<file path="src/hdl/salcc_pkg.sv">
// Shared types and constants for the set-associative LRU locality classifier.
// No dependencies; used by every module of the block.
package salcc_pkg;

  localparam int unsigned MaxSets      = 64;
  localparam int unsigned MaxWays      = 8;
  localparam int unsigned MaxLineWords = 16;

  localparam int unsigned AddrW  = 32;
  localparam int unsigned TagW   = 30;
  localparam int unsigned SetW   = $clog2(MaxSets);
  localparam int unsigned WayW   = $clog2(MaxWays);
  localparam int unsigned WordW  = $clog2(MaxLineWords);
  localparam int unsigned OffW   = 6;
  localparam int unsigned CntW   = 32;
  localparam int unsigned WaysW  = 4;
  localparam int unsigned CfgW   = 4;
  localparam int unsigned CfgIdxW = 2;

  // Clamp limits of the configuration
  localparam logic [2:0] SetLog2Max  = 3'(SetW);
  localparam logic [2:0] LineLog2Min = 3'd2;
  localparam logic [2:0] LineLog2Max = 3'(WordW + 2);

  typedef enum logic [CfgIdxW-1:0] {
    CFG_SET_LOG2  = 2'd0,
    CFG_WAYS      = 2'd1,
    CFG_LINE_LOG2 = 2'd2,
    CFG_RSVD      = 2'd3
  } cfg_idx_e;

  typedef enum logic [1:0] {
    OUT_MISS      = 2'd0,
    OUT_SPATIAL   = 2'd1,
    OUT_TEMPORAL  = 2'd2,
    OUT_MISALIGN  = 2'd3
  } outcome_e;

  typedef enum logic {
    ST_IDLE = 1'b0,
    ST_EVAL = 1'b1
  } back_st_e;

  // Decoded fetch travelling from the front to the back
  typedef struct packed {
    logic              misaligned;
    logic [TagW-1:0]   tag;
    logic [SetW-1:0]   set_idx;
    logic [OffW-1:0]   offset;
    logic [WordW-1:0]  word;
    logic [WaysW-1:0]  ways;
  } item_t;

  // One set: all ways side by side
  typedef struct packed {
    logic [MaxWays-1:0][TagW-1:0]         tag;
    logic [MaxWays-1:0][MaxLineWords-1:0] touched;
    logic [MaxWays-1:0]                   valid;
    logic [MaxWays-1:0][WayW-1:0]         age;
  } row_t;

endpackage

</file>
<file path="src/hdl/salcc_queue.sv">
// Two-entry item queue between front and back.
// Depends on salcc_pkg.
module salcc_queue (
  input  logic             clk_i,
  input  logic             rst_ni,
  input  logic             push_i,
  input  salcc_pkg::item_t push_item_i,
  output logic             full_o,
  input  logic             pop_i,
  output logic             valid_o,
  output salcc_pkg::item_t item_o
);

  salcc_pkg::item_t slot_q [2];
  logic       wr_ptr_q, rd_ptr_q;
  logic [1:0] cnt_q;

  assign full_o  = (cnt_q == 2'd2);
  assign valid_o = (cnt_q != 2'd0);
  assign item_o  = slot_q[rd_ptr_q];

  always_ff @(posedge clk_i or negedge rst_ni) begin
    if (!rst_ni) begin
      wr_ptr_q <= 1'b0;
      rd_ptr_q <= 1'b0;
      cnt_q    <= 2'd0;
    end else begin
      if (push_i) wr_ptr_q <= ~wr_ptr_q;
      if (pop_i)  rd_ptr_q <= ~rd_ptr_q;
      cnt_q <= cnt_q + {1'b0, push_i} - {1'b0, pop_i};
    end
  end

  always_ff @(posedge clk_i) begin
    if (push_i) slot_q[wr_ptr_q] <= push_item_i;
  end

endmodule

</file>
<file path="config.mk">
export PLATFORM = sky130hd
export DESIGN_NAME = salcc_queue
export DESIGN_NICKNAME = d
export VERILOG_FILES = /design/src/hdl/salcc_pkg.sv /design/src/hdl/salcc_queue.sv
export SDC_FILE = /design/constraint.sdc
export NUM_CORES = 1
export LEC_CHECK = 0
export ABC_AREA = 0
export BUFFER_PORTS_ARGS = -buffer_cell sky130_fd_sc_hd__buf_2
export CAP_MARGIN = 0
export CORE_MARGIN = 3
export CORE_UTILIZATION = 45
export CTS_CLUSTER_SIZE = 25
export DETAILED_ROUTE_END_ITERATION = 16
export PLACE_DENSITY = 0.75
export SLEW_MARGIN = 20
export SYNTH_ARGS = -nofsm -noshare
export SYNTH_HDL_FRONTEND = slang
export SYNTH_SLANG_ARGS = --single-unit
export TNS_END_PERCENT = 1
</file>
<file path="constraint.sdc">
create_clock -name clk_i -period 3.8 [get_ports clk_i]
set_clock_uncertainty 0.05 [all_clocks]
set_input_delay 0.76 -clock clk_i [delete_from_list [all_inputs] [get_ports clk_i]]
set_output_delay 0.76 -clock clk_i [all_outputs]
set_load 0.02 [all_outputs]
</file>
Yosys cells after proc, flatten, opt, wreduce, memory -nomap -nowiden
Memory sizes are Yosys's and may differ from the RTL's. Index checks and enable logic that the tools add are counted.

Bits in registers: 4. Memory bits (writable): 102. Memories kept: 1. Logic and storage cells: 12.

Memory list: slot_q (depth 2, width 51, read ports 1, clocked after memory_dff 0, wr ports 1, RTL line salcc_queue.sv:14) `salcc_pkg::item_t slot_q [2];`.

Equal/unequal tests: 1. Muxes and demuxes: 2. Reductions and logical operators: 1. Add/subtract/negate cells: 2. Bitwise logic cells: 2.

Operators by type and width (count): $add 2x1->2 (1); $eq 2x2->1 const B (1); $mux 1 (2); $not 1->1 (2); $reduce_bool 2->1 (1); $sub 2x1->2 (1).

Logic depth before layout (Yosys ltp)
Depth in word-level cells: 2. Gate-level depth with buffers: 5.

Worst setup path before layout
OpenSTA, ideal clock, no wires.

Path type: input port to flip-flop. Start point: input port push_i. End point: memory slot_q[0][0] in the netlist's numbering, enable pin. Buffers on the path: 0. Setup time: 466 ps. Data arrival time: 3019 ps. Slack: 265 ps. Cell stages on the path: 1. Path through: nor2b_1.

Cells in the longest elaborated chain, start to end: 2.

RTL lines: from (decl) (RTL line salcc_queue.sv:6) `input logic push_i,`; $mux 1 (RTL line salcc_queue.sv:35) `if (push_i) slot_q[wr_ptr_q] <= push_item_i;`; $mux 1 (not written as such) (RTL line salcc_queue.sv:35); to (decl) (RTL line salcc_queue.sv:14).

No other way between the ends.

==> metrics <==
Power Dens Cells 741.9 nW/um^2; dpl cells 385; sequential power share 0.484; R2R cell count 2; worst vdd ir 554.1 uV; routed vias/inst 4.636; CP endpoint kind output port; clock slew at the register clock pins of the worst setup and hold paths 0.09 ns; Slew HR 0.3610; Final Util 0.5575; register area share after synthesis 0.7656; total grt overflow 0; RSZ-0062 raised after global routing no; CP arrival 2.02 ns; top cell type's share of synthesized area 0.7414; post-route cell area 4910 sq um; footprint of the multi-input gates 858.3 sq um; Ports 108; H-tree depth 3; Clock Tree Buf Depth 2; Sum Neg Setup Slack 0 ns; FF-to-FF Start wr_ptr_q; Setup crit end item_o[0]; worst setup margin 0.9673 ns; slowest CP cell dfrtp_4; R2R Setup Slk 1.94 ns; initial core utilization 0.4692; clock sinks 106; area grow syn2layout 18.84%; EDFF count, synth 102; FF/Latch Area 3167 sq um; Worst Path Required 2.99 ns; most used standard cell by instance count after synthesis edfxtp_1; Clk pwr share 0.182; asr flop ratio synth 0.03774; library cells used by synthesis 13; outcome complete, no violations; die area 10370 sq um; Num CTS Buffers 9; Syn Nets 231; Final Non-Filler Cells 401; drt first pass iters 4; Clock Root Buffer clkbuf_8; Final Routed Wirelength 6339 um; worst-margin pin slew 0.9585 ns; Hold-fix buffers, CTS 0; residual DRC count 0; post-CTS setup buffer count 0; RR Endpoint slot_q[1][43]; largest net degree at the start of global routing 53; leading area contributor after synthesis edfxtp_1; Post-synth top flop edfxtp_1; Via Count 1859; crit-path max cell delay 1.07 ns; Max Slew Vio Count 0; ranking of synthesized cells by area edfxtp_1, mux2_4, buf_12; routed len/inst 15.81 um; Mapped Area 4131 sq um; Placed Area 4718 sq um; vias in the first global route 1793; startpoint type of the worst setup path register; top cells by count, synth edfxtp_1, mux2_4, buf_12; # setup viols final 0; average size of a mapped cell 23.74 sq um; Max Cap Violations 0; Die X 101.8 um; PnR Total Power 3.642 mW; Placer Congestion 0.6457; dpl ws 1.334 ns; Net Sw Power 1.166 mW; layout net count 345; Chip Height 101.8 um; fmax 353.0 MHz; worst-path cell chain mux2_2 > buf_2; core area 8806 sq um; Syn. warnings 0; GRT Util Overall 0.1214; TritonCTS clock tree yes; origin of the worst setup path rd_ptr_q; Cell Rows 34; DRT iter0 DRCs 56; Crit Path Max Fanout 52; Switching Share 0.3201; cells after synthesis 174; Setup Crit Path Kind register to output port; Worst Hold Slack 0.1569 ns; Yosys reg bits 106; Combinational Power Share 0.334; first-pass GRT wire length 9328 um; FILL cells 704; post-cts sizing count 0; Int Pwr 2.476 mW; share of layout cells above drive strength 1 0.6075; final hold viol count 0; static leakage 2.005 nW; HPWL Detailed 4108 um; initial antenna violation count 0; fin crit period 2.833 ns; remaining antenna violation count 0; IO Port Bufs 107; Tcrit/Tclk final 0.7454; # diodes 0; Clock Latency Late Sink 0.34 ns; Worst Hold Class input pin to async pin
-- worst max-delay path: cells and delay by family (launching register included) --
kind | cells | cell delay [ns]
DFF | 1 | 1.07
muxes | 1 | 0.41
buffers and inverters | 1 | 0.16
-- power by group through the flow --
stage                     sequential [mW]  clock, mW  combinational, mW
after global placement               1.78          0               1.23
after global routing                 1.80      0.738               1.30
after floorplan                      1.64          0               1.14
after detailed placement             1.80          0               1.23
final                                1.76      0.664               1.22
after CTS                            1.77      0.684               1.24
-- area by class of cell --
| cell class | instances | area share |
|---|---|---|
| Tap cell | 108 | 0.02752 |
| Timing Repair Buffer | 109 | 0.1121 |
| Multi-Input combinational cell | 60 | 0.1748 |
| Clock buffer | 9 | 0.02523 |
| Inverter | 2 | 0.001529 |
| Sequential cell | 106 | 0.6450 |
| Clock inverter | 7 | 0.01376 |
-- cells in the final DEF (no fill, tap or decap) --
| cell | instances |
|---|---|
| inv_1 | 2 |
| xor2_1 | 2 |
| inv_6 | 2 |
| clkinvlp_4 | 1 |
| nor2b_4 | 1 |
| dfrtp_1 | 3 |
| mux2_2 | 2 |
| or2_2 | 1 |
| clkbuf_8 | 9 |
| buf_4 | 2 |
| dfrtp_4 | 1 |
| clkinv_2 | 1 |
| buf_2 | 107 |
| ha_1 | 2 |
| clkinv_1 | 2 |
| and2_2 | 1 |
| nor2b_1 | 1 |
| bufinv_16 | 1 |
| edfxtp_1 | 102 |
| xor3_1 | 1 |
| mux2_4 | 49 |
-- flip-flops by register name, indices dropped and copies added, names as in the netlist --
register / cells
wr_ptr_q: 1
cnt_q: 2
slot_q: 102
rd_ptr_q: 1
-- cells by family (layout without fill, tap and decap cells) --
| group | count (synthesis) | count (layout) | share of synthesized area |
|---|---|---|---|
| flops | 106 | 106 | 0.7656 |
| mux | 51 | 51 | 0.1835 |
| buf+inv | 8 | 127 | 0.02877 |
| simple gates | 4 | 4 | 0.006058 |
| xor+xnor | 3 | 3 | 0.009994 |
| fa+ha+maj | 2 | 2 | 0.006056 |
-- routing by layer --
| layer | track usage | routed length (um) | up-vias |
|---|---|---|---|
| met5 | 0 | 0 | - |
| met4 | 0.03935 | 97 | 0 |
| met3 | 0.04437 | 414 | 7 |
| met2 | 0.1901 | 3159 | 64 |
| met1 | 0.1595 | 2667 | 884 |
| li1 | - | - | 904 |
-- worst min path at each step --
stage | from | to | cells after the start
after floorplan | rst_ni | cnt_q[0] | 0
final | rst_ni | rd_ptr_q | 1
after global placement | wr_ptr_q | wr_ptr_q | 1
after global routing | rst_ni | rd_ptr_q | 1
after detailed placement | wr_ptr_q | wr_ptr_q | 1
after CTS | rst_ni | rd_ptr_q | 1
No activity file was read; power rests on OpenSTA's default activity.
