$ cat config.mk
export PLATFORM = sky130hd
export DESIGN_NAME = salcc_front
export DESIGN_NICKNAME = d
export VERILOG_FILES = /design/src/hdl/salcc_pkg.sv /design/src/hdl/salcc_front.sv
export SDC_FILE = /design/constraint.sdc
export NUM_CORES = 1
export LEC_CHECK = 0
export BUFFER_PORTS_ARGS = -buffer_cell sky130_fd_sc_hd__buf_4
export CAP_MARGIN = 10
export CORE_MARGIN = 10
export CORE_UTILIZATION = 40
export DETAILED_ROUTE_END_ITERATION = 8
export PLACE_DENSITY = 0.66
export SLEW_MARGIN = 40
export SYNTH_ARGS = -nofsm -noshare
export SYNTH_HDL_FRONTEND = slang
export SYNTH_SLANG_ARGS = --single-unit
$ cat constraint.sdc
create_clock -name vclk -period 5.8
set_input_delay 1.16 -clock vclk [all_inputs]
set_output_delay 1.16 -clock vclk [all_outputs]
set_load 0.01 [all_outputs]
$ cat src/hdl/salcc_pkg.sv
// Shared types and constants for the set-associative LRU locality classifier.
// No dependencies; used by every module of the block.
package salcc_pkg;

  localparam int unsigned MaxSets      = 64;
  localparam int unsigned MaxWays      = 8;
  localparam int unsigned MaxLineWords = 16;

  localparam int unsigned AddrW  = 32;
  localparam int unsigned TagW   = 30;
  localparam int unsigned SetW   = $clog2(MaxSets);
  localparam int unsigned WayW   = $clog2(MaxWays);
  localparam int unsigned WordW  = $clog2(MaxLineWords);
  localparam int unsigned OffW   = 6;
  localparam int unsigned CntW   = 32;
  localparam int unsigned WaysW  = 4;
  localparam int unsigned CfgW   = 4;
  localparam int unsigned CfgIdxW = 2;

  // Clamp limits of the configuration
  localparam logic [2:0] SetLog2Max  = 3'(SetW);
  localparam logic [2:0] LineLog2Min = 3'd2;
  localparam logic [2:0] LineLog2Max = 3'(WordW + 2);

  typedef enum logic [CfgIdxW-1:0] {
    CFG_SET_LOG2  = 2'd0,
    CFG_WAYS      = 2'd1,
    CFG_LINE_LOG2 = 2'd2,
    CFG_RSVD      = 2'd3
  } cfg_idx_e;

  typedef enum logic [1:0] {
    OUT_MISS      = 2'd0,
    OUT_SPATIAL   = 2'd1,
    OUT_TEMPORAL  = 2'd2,
    OUT_MISALIGN  = 2'd3
  } outcome_e;

  typedef enum logic {
    ST_IDLE = 1'b0,
    ST_EVAL = 1'b1
  } back_st_e;

  // Decoded fetch travelling from the front to the back
  typedef struct packed {
    logic              misaligned;
    logic [TagW-1:0]   tag;
    logic [SetW-1:0]   set_idx;
    logic [OffW-1:0]   offset;
    logic [WordW-1:0]  word;
    logic [WaysW-1:0]  ways;
  } item_t;

  // One set: all ways side by side
  typedef struct packed {
    logic [MaxWays-1:0][TagW-1:0]         tag;
    logic [MaxWays-1:0][MaxLineWords-1:0] touched;
    logic [MaxWays-1:0]                   valid;
    logic [MaxWays-1:0][WayW-1:0]         age;
  } row_t;

endpackage

$ cat src/hdl/salcc_front.sv
// Front end: decodes a fetch address into tag, set, offset and word.
// Depends on salcc_pkg.
module salcc_front (
  input  logic [salcc_pkg::AddrW-1:0] address_i,
  input  logic [2:0]                  set_log2_i,
  input  logic [3:0]                  ways_i,
  input  logic [2:0]                  line_log2_i,
  output salcc_pkg::item_t            item_o
);

  logic [2:0]  sl, ll;
  logic [3:0]  ways;
  logic [31:0] off_full, set_full, tag_full;

  always_comb begin
    sl = (set_log2_i > salcc_pkg::SetLog2Max) ? salcc_pkg::SetLog2Max : set_log2_i;
    ll = line_log2_i;
    if (ll < salcc_pkg::LineLog2Min) ll = salcc_pkg::LineLog2Min;
    if (ll > salcc_pkg::LineLog2Max) ll = salcc_pkg::LineLog2Max;
    ways = ways_i;
    if (ways == 4'd0) ways = 4'd1;
    if (ways > 4'(salcc_pkg::MaxWays)) ways = 4'(salcc_pkg::MaxWays);

    off_full = address_i & ((32'd1 << ll) - 32'd1);
    set_full = (address_i >> ll) & ((32'd1 << sl) - 32'd1);
    tag_full = address_i >> ({1'b0, sl} + {1'b0, ll});

    item_o.misaligned = (address_i[1:0] != 2'b00);
    item_o.tag        = tag_full[salcc_pkg::TagW-1:0];
    item_o.set_idx    = set_full[salcc_pkg::SetW-1:0];
    item_o.offset     = off_full[salcc_pkg::OffW-1:0];
    item_o.word       = off_full[salcc_pkg::WordW+1:2];
    item_o.ways       = ways;
  end

endmodule

=== Yosys cells after proc, flatten, opt, wreduce, memory -nomap -nowiden ===
Cells that the tools add are included.
W data, S select, Z words.

* Word-level logic and storage cells: 20
* Output and inout bits: 51
* Register bits after elaboration: 0
* Input port bits: 42

* $lt $le $gt $ge: 4
* Reductions and logical operators: 2
* Mux-type cells: 5
* Shift operators: 4
* Bitwise logic cells: 2
* Add/sub/neg operators: 3

{| class="wikitable"
|+ Operators by type and width
! cell !! number
|-
| $shr A32 B3 Y6 || 1
|-
| $shr A32 B4 Y30 || 1
|-
| $and A6 B6 Y6 || 2
|-
| $shl A1 B3 Y6 const A || 2
|-
| $sub A6 B1 Y6 const B || 2
|-
| $mux W3 || 3
|-
| $mux W4 || 2
|-
| $gt A3 B3 Y1 const B || 2
|-
| $add A3 B3 Y4 || 1
|-
| $gt A4 B4 Y1 const B || 1
|-
| $logic_not A4 Y1 || 1
|-
| $lt A3 B2 Y1 const B || 1
|-
| $reduce_bool A2 Y1 || 1
|}

=== Depth between registers and ports, before layout ===
Gate-level depths: netlist (run 1).

* Depth in word-level cells: 7
* Mapped depth: 14
* Gate-level depth less buffers: 10

=== Worst setup path before layout (run 1) ===
Ideal clock, no wire load.

* Path type: in2out
* Start point: in line_log2_i[2]
* End point: out item_o[26] (netlist name)
* Data arrival time: 3.736 ns
* Cell stages on the path: 13
* Required time: 4.640 ns
* Path buffers: 3
* Path slack: 0.904 ns
* Cells stage by stage: buf_2 xor2_1 nand2_1 inv_1 ha_1 inv_1 fa_1 buf_6 buf_2 mux2_2 mux4_2 nor2_1 a21oi_1

{| class="wikitable"
|+ RTL lines
! element !! RTL line !! text
|-
| from (decl) || salcc_front.sv:7 || <nowiki>input logic [2:0] line_log2_i,</nowiki>
|-
| to (decl) || salcc_front.sv:8 || <nowiki>output salcc_pkg::item_t item_o</nowiki>
|}

==> metrics.yaml, run 1 <==
p_clk_share_pct: 0
drtIter0Drc: 115
maxCapViolations: 0
met2WireLength_mm: 3.28
register_area_um2: 0
whs_ps: 2520
power_density_nw_per_um2: 195
fin_crit_ps: 5520
worst_pin_slew_ps: 767
gp_congestion: 0.897
crit_chain: "buf_4, xor2_1, nand2_1, inv_1, ha_1, inv_1, fa_2, buf_4, mux2i_1, o21ai_0, a21oi_1, a21oi_1, buf_4"
post_cts_buffers: 0
dp_hpwl_mm: 5.77
antenna_found_initial: 0
grt_max_degree: 27
grt.overflow.total: 0
clock_buffer_count: 0
top_layer: "met3"
report.final.hold_viol_count: 0
period_share_pct: 95.2
slew_headroom_pct: 48.9
syn_area_per_cell_um2: 8.06
n_sequential_cell: 0
rsz0062_at_grt: "no"
setup_viol: 0
start_util_pct: 42.0
fp.dieW_um: 90.9
vias_per_cell: 5.53
drv_slew: 0
switching_share_pct: 51.0
comb_power_share_pct: 100.0
ys_seq_area_share_pct: 0
wl_per_cell_um: 18.2
postRouteWirelength_mm: 6.97
ys_types: 43
synthesis.nets: 295
layout_common_cells: "buf_4 (99), mux2i_1 (68), mux2_2 (29)"
nets: 364
postRouteAntennaNets: 0
min-delay-path-class: "input pin to output port"
fp.dieArea_um2: 8250
switching_power_uw: 266
hold_buffers: 0
grt_pass1_vias: 2120
wl_met1_mm: 3.29
ys_warn_count: 0
drive_above_1_share_pct: 44.9
status: "complete, no violations"
fin_total_pwr_uw: 521
cp-start-kind: "input pin"
setup_tns_ps: 0
vias: 2117
cts_resized: 0
synth_area_um2: 2010
first_pass_iters: 4
arrival_ps: 4360
layout_commonest_cell: "buf_4"
power.share.sequential_pct: 0
port_buffers: 93
leakagePower_nw: 1.32
area_growth_pct: 33.2
synthCells: 249
cp_max_fo: 20
nFillCells: 458
p_int_uw: 255
dr_wl_met3_um: 406
diodes: 0
core_region_area_um2: 4790
ir_drop_v: 0.000113
cp_slowest_cell: "fa_2"
crit_type: "input pin to output port"
drc: 0
endpoint_kind: "output port"
required_ps: 4640
cp_common_cell: "buf_4"
dieHeight_um: 90.9
cpPeakStageDelay_ps: 840
ios: 93
rows: 25
max_freq_ghz: 0.181
multi_input_area_um2: 1830
grt_pass1_wl_mm: 11.2
grt_usage_pct: 15.5
==> synth_stat cells (2+ instances only) <==
cell	instances	area, um^2
inv_1	4	15.0
or2_2	2	12.5
ha_1	3	37.5
mux4_2	6	135
clkbuf_1	13	48.8
buf_6	2	22.5
buf_4	7	52.6
nor2_1	20	75.1
nand3_1	5	25.0
buf_1	2	7.51
buf_2	8	40.0
nor2b_1	4	25.0
nor3_1	3	15.0
mux2_2	29	327
mux2i_1	68	681
nand2_1	12	45.0
o211ai_1	5	37.5
o21ai_0	4	20.0
a21oi_1	20	100
and3_1	4	25.0
a211oi_1	2	15.0
o22ai_1	2	12.5
a21o_1	3	22.5
o211a_1	2	20.0
==> metrics by stage <==
step / setup WS (ps) / area, um^2 / cells / utilization (%)
final: 277 / 2680 / 383 / 55.9
after global routing: 52.6 / 2680 / 383 / 55.9
after CTS: 351 / 2680 / 383 / 55.9
after detailed placement: 377 / 2680 / 383 / 55.9
after global placement: 398 / 2670 / 383 / 55.9
after floorplan: 904 / 2010 / 249 / -
==> cell type report <==
class / instances / area share (%)
inverters: 4 / 0.561
well taps: 67 / 3.13
multi-input cells: 213 / 68.5
repair buffers: 99 / 27.8
==> routing by layer <==
metal	vias up	global-route usage (%)
met5	-	0
met4	0	0.261
met3	0	2.24
met2	64	25.6
met1	993	21.6
li1	1060	-
==> logic make-up after synthesis <==
group	Yosys count	synth area share [%]
AND/OR/NAND/NOR	57	13.6
adder cells (fa/ha/maj)	4	2.87
XOR/XNOR	3	1.68
multiplexers	104	58.2
AO/OA/AOI/OAI	45	14.3
buffers and inverters	36	9.28
==> worst paths after layout <==
path	start	to	slack (ps)	depth (start not counted)
worst min-delay path	address_i[1]	item_o[9]	2520	2
worst max-delay path	line_log2_i[2]	item_o[41]	280	13
==> critical path, delay by kind of cell <==
kind / cells / cell delay, ps
compound gates: 3 / 530
xor+xnor: 1 / 250
fa+ha+maj: 2 / 1000
buf+inv: 5 / 860
mux: 1 / 370
simple gates: 1 / 170
==> power by group through the flow <==
stage                     Sequential [mW]  Combinational [mW]  Clock (mW)
after floorplan                         0               0.328           0
after global placement                  0               0.517           0
after detailed placement                0               0.521           0
after CTS                               0               0.522           0
after global routing                    0               0.563           0
final                                   0               0.521           0
Power figures use the tool's default switching activity.
==> run 2, diff against run 1 <==
--- a/config.mk
+++ b/config.mk
@@ -10,7 +10,8 @@
 export CORE_MARGIN = 10
 export CORE_UTILIZATION = 40
 export DETAILED_ROUTE_END_ITERATION = 8
-export PLACE_DENSITY = 0.66
+export PLACE_DENSITY_LB_ADDON = 0.25
+export SETUP_SLACK_MARGIN = 0.05
 export SLEW_MARGIN = 40
 export SYNTH_ARGS = -nofsm -noshare
 export SYNTH_HDL_FRONTEND = slang
==> run 2 against run 1 <==
Combinational power barely moved; final area about the same; worst hold slack improved by 6.3 ps; via count rose by 1.1%; clock-buffer cell count unchanged; die area unchanged; sequential share of layout area did not move; fmax increased by 0.18%; total power fell by 0.18%; critical path depth unchanged; critical path type unchanged; largest power group unchanged; highest routed layer unchanged.
==> metrics.yaml, run 2 (same netlist as run 1, synthesis figures left out) <==
min-delay-path-class: "input pin to output port"
status: "complete, no violations"
ios: 93
setup_tns_ps: 0
hold_end: "item_o[9]"
path_buf_inv: 5
cts_resized: 0
vias_per_cell: 5.59
grt_use_met3_pct: 1.75
layout_common_cells: "buf_4 (99), mux2i_1 (68), mux2_2 (29)"
first_pass_iters: 5
cpPeakStageDelay_ps: 830
required_ps: 4640
power_density_nw_per_um2: 194
drtIter0Drc: 179
antenna_found_initial: 0
grt_usage_pct: 15.4
switching_share_pct: 50.9
core_region_area_um2: 4790
drc: 0
rsz0062_at_grt: "no"
comb_power_share_pct: 100.0
fin_crit_ps: 5510
cp_max_fo: 20
met1_usage_pct: 22.1
drv_slew: 0
whs_path_depth: 2
maxCapViolations: 0
crit_chain: "buf_4, xor2_1, nand2_1, inv_1, ha_2, inv_1, fa_2, buf_4, mux2i_1, mux2i_1, mux2i_1, a21oi_1, buf_4"
whs_ps: 2530
postRouteAntennaNets: 0
endpoint_kind: "output port"
arrival_ps: 4350
p_clk_share_pct: 0
worst_pin_slew_ps: 720
grt.overflow.total: 0
gp_congestion: 0.916
leakagePower_nw: 1.32
fp.dieArea_um2: 8250
cp_slowest_cell: "fa_2"
nFillCells: 487
power.share.sequential_pct: 0
dieHeight_um: 90.9
hold_buffers: 0
crit_family: "adder cells"
n_sequential_cell: 0
register_area_um2: 0
layout_commonest_cell: "buf_4"
switching_power_uw: 265
report.final.hold_viol_count: 0
grt_pass1_vias: 2124
post_cts_buffers: 0
p_int_uw: 255
nets: 364
slew_headroom_pct: 51.8
rows: 25
dp_hpwl_mm: 5.66
max_freq_ghz: 0.181
crit_type: "input pin to output port"
busiest_layer: "met2"
area_growth_pct: 33.3
vias: 2140
clock_buffer_count: 0
cp-start-kind: "input pin"
stdcell_area_um2: 2680
fp.dieW_um: 90.9
final_util_pct: 55.9
fin_total_pwr_uw: 520
port_buffers: 93
hold_path.startpoint: "address_i[1]"
wl_per_cell_um: 17.8
start_util_pct: 42.0
dpl_cell_area_um2: 2680
diodes: 0
setup_viol: 0
grt_pass1_wl_mm: 11.2
drive_above_1_share_pct: 45.3
grt_max_degree: 27
postRouteWirelength_mm: 6.81
period_share_pct: 95.0
use_met2_pct: 25.4
ir_drop_v: 0.0000879
==> run 2: worst max-delay path by stage <==
stage / start / to / slack [ps] / cells past startpoint
floorplan: line_log2_i[2] / item_o[26] / 900 / 13
global placement: line_log2_i[2] / item_o[24] / 400 / 12
detailed placement: line_log2_i[2] / item_o[34] / 390 / 13
CTS: line_log2_i[2] / item_o[34] / 370 / 13
global route: line_log2_i[2] / item_o[34] / 70 / 13
finish: line_log2_i[2] / item_o[34] / 290 / 13
==> run 2: cell type report <==
| class | count | area (um^2) | share of cell area (%) |
|---|---|---|---|
| Multi-Input combinational cell | 213 | 1840 | 68.6 |
| Timing Repair Buffer | 99 | 743 | 27.8 |
| Tap cell | 67 | 83.8 | 3.13 |
| Inverter | 4 | 15.0 | 0.561 |
==> run 2: metrics by stage <==
step / std cells / setup slack, ps
finish: 383 / 287
CTS: 383 / 372
detailed placement: 383 / 392
global route: 383 / 65.8
global placement: 383 / 405
floorplan: 249 / 904
==> run 2: power groups by stage <==
| stage | Combinational [mW] | Sequential, mW | Clock, mW |
|---|---|---|---|
| finish | 0.520 | 0 | 0 |
| global route | 0.565 | 0 | 0 |
| CTS | 0.519 | 0 | 0 |
| detailed placement | 0.518 | 0 | 0 |
| global placement | 0.515 | 0 | 0 |
| floorplan | 0.328 | 0 | 0 |
==> run 2: layer usage <==
metal	share of wire, %	vias up
li1	-	1064
met1	49	993
met2	45	83
met3	5.9	0
met4	0	0
met5	0	-
==> run 3, diff against run 2 <==
--- a/config.mk
+++ b/config.mk
@@ -7,7 +7,7 @@
 export LEC_CHECK = 0
 export BUFFER_PORTS_ARGS = -buffer_cell sky130_fd_sc_hd__buf_4
 export CAP_MARGIN = 10
-export CORE_MARGIN = 10
+export CORE_MARGIN = 4
 export CORE_UTILIZATION = 40
 export DETAILED_ROUTE_END_ITERATION = 8
 export PLACE_DENSITY_LB_ADDON = 0.25
==> constraint.sdc (replaced) <==
create_clock -name vclk -period 5.8
set_input_delay 1.16 -clock vclk [all_inputs]
set_output_delay 1.16 -clock vclk [all_outputs]
set_load 0.005 [all_outputs]
==> run 3 against run 2 <==
Wire length decreased by 7.3%; critical path depth unchanged; critical endpoint is now item_o[25]; cell count increased by 0.26%; non-clock buffer count increased by 1.
==> metrics.yaml, run 3 (same netlist as run 1, synthesis figures left out) <==
grt_max_degree: 27
endpoint_kind: "output port"
diodes: 0
dp_hpwl_mm: 5.14
max_freq_ghz: 0.183
cp_max_fo: 20
postRouteAntennaNets: 0
slew_headroom_pct: 53.6
fp.dieW_um: 78.9
switching_share_pct: 47.6
period_share_pct: 94.2
cts_resized: 0
final_util_pct: 56.5
wl_per_cell_um: 16.4
hold_buffers: 0
startpoint: "line_log2_i[1]"
cp-start-kind: "input pin"
area_growth_pct: 34.8
p_int_uw: 258
register_area_um2: 0
fp.dieArea_um2: 6220
nets: 365
maxCapViolations: 0
antenna_found_initial: 0
min-delay-path-class: "input pin to output port"
grt_pass1_vias: 1970
vias: 2146
grt_usage_pct: 18.8
grt_pass1_wl_mm: 9.91
setup_tns_ps: 0
ios: 93
first_pass_iters: 4
grt.overflow.total: 0
drc: 0
crit_type: "input pin to output port"
whs_ps: 2510
crit_end: "item_o[25]"
n_sequential_cell: 0
ir_drop_v: 0.000116
switching_power_uw: 235
drv_slew: 0
leakagePower_nw: 1.34
post_cts_buffers: 0
gp_congestion: 0.906
layout_common_cells: "buf_4 (99), mux2i_1 (68), mux2_2 (29)"
postRouteWirelength_mm: 6.31
port_buffers: 93
vias_per_cell: 5.59
core_region_area_um2: 4790
p_clk_share_pct: 0
fin_crit_ps: 5460
rows: 25
fin_total_pwr_uw: 493
report.final.hold_viol_count: 0
worst_pin_slew_ps: 696
setup_viol: 0
layout_commonest_cell: "buf_4"
arrival_ps: 4300
drive_above_1_share_pct: 45.1
comb_power_share_pct: 100.0
status: "complete, no violations"
power_density_nw_per_um2: 182
clock_buffer_count: 0
required_ps: 4640
start_util_pct: 42.0
dieHeight_um: 78.9
power.share.sequential_pct: 0
drtIter0Drc: 187
rsz0062_at_grt: "no"
[run 3: changes by cell type in the layout (fill, tap and decap cells not counted)]
cell,previous run,this run
buf_12,0,1
ha_1,2,3
xnor2_2,1,0
xnor2_4,0,1
ha_2,1,0
[run 3: worst max-delay path, stage by stage]
cell and delay, ps:
buf_4 190, xor2_1 240, nand2_1 170, inv_1 90
ha_1 160, inv_1 60, fa_2 850, buf_4 290
mux2_2 360, mux2_2 270, mux2i_1 190, mux2i_1 100
buf_4 160
[run 3: worst min path at each step]
stage	start	end	slack, ps	cells past startpoint
after floorplan	ways_i[3]	item_o[1]	2350	1
final	address_i[1]	item_o[9]	2510	2
after CTS	address_i[1]	item_o[9]	2510	2
after global routing	address_i[1]	item_o[9]	2520	2
after global placement	address_i[1]	item_o[9]	2510	2
after detailed placement	address_i[1]	item_o[9]	2510	2
[run 3: power groups by stage]
| stage | registers (mW) | clock network, mW | logic [mW] |
|---|---|---|---|
| floorplan | 0 | 0 | 0.301 |
| global placement | 0 | 0 | 0.486 |
| detailed placement | 0 | 0 | 0.489 |
| CTS | 0 | 0 | 0.491 |
| global route | 0 | 0 | 0.533 |
| finish | 0 | 0 | 0.493 |
[run 3: per-stage QoR]
stage	cell area, um^2	instances	setup slack [ps]
after floorplan	2010	249	923
after global placement	2690	384	396
after detailed placement	2700	384	344
after CTS	2700	384	338
after global routing	2710	384	95.5
final	2710	384	336
[run 3: cell type report]
class | instances | area, um^2
fillers | 480 | 2080
inverters | 4 | 15.0
multi-input cells | 213 | 1840
well taps | 67 | 83.8
repair buffers | 100 | 763
[run 3: per-layer routing]
| metal | GRT usage, % | routed length (um) |
|---|---|---|
| met5 | 0 | 0 |
| met4 | 0.515 | 18 |
| met3 | 1.13 | 363 |
| met2 | 30.6 | 2860 |
| met1 | 28.8 | 3070 |
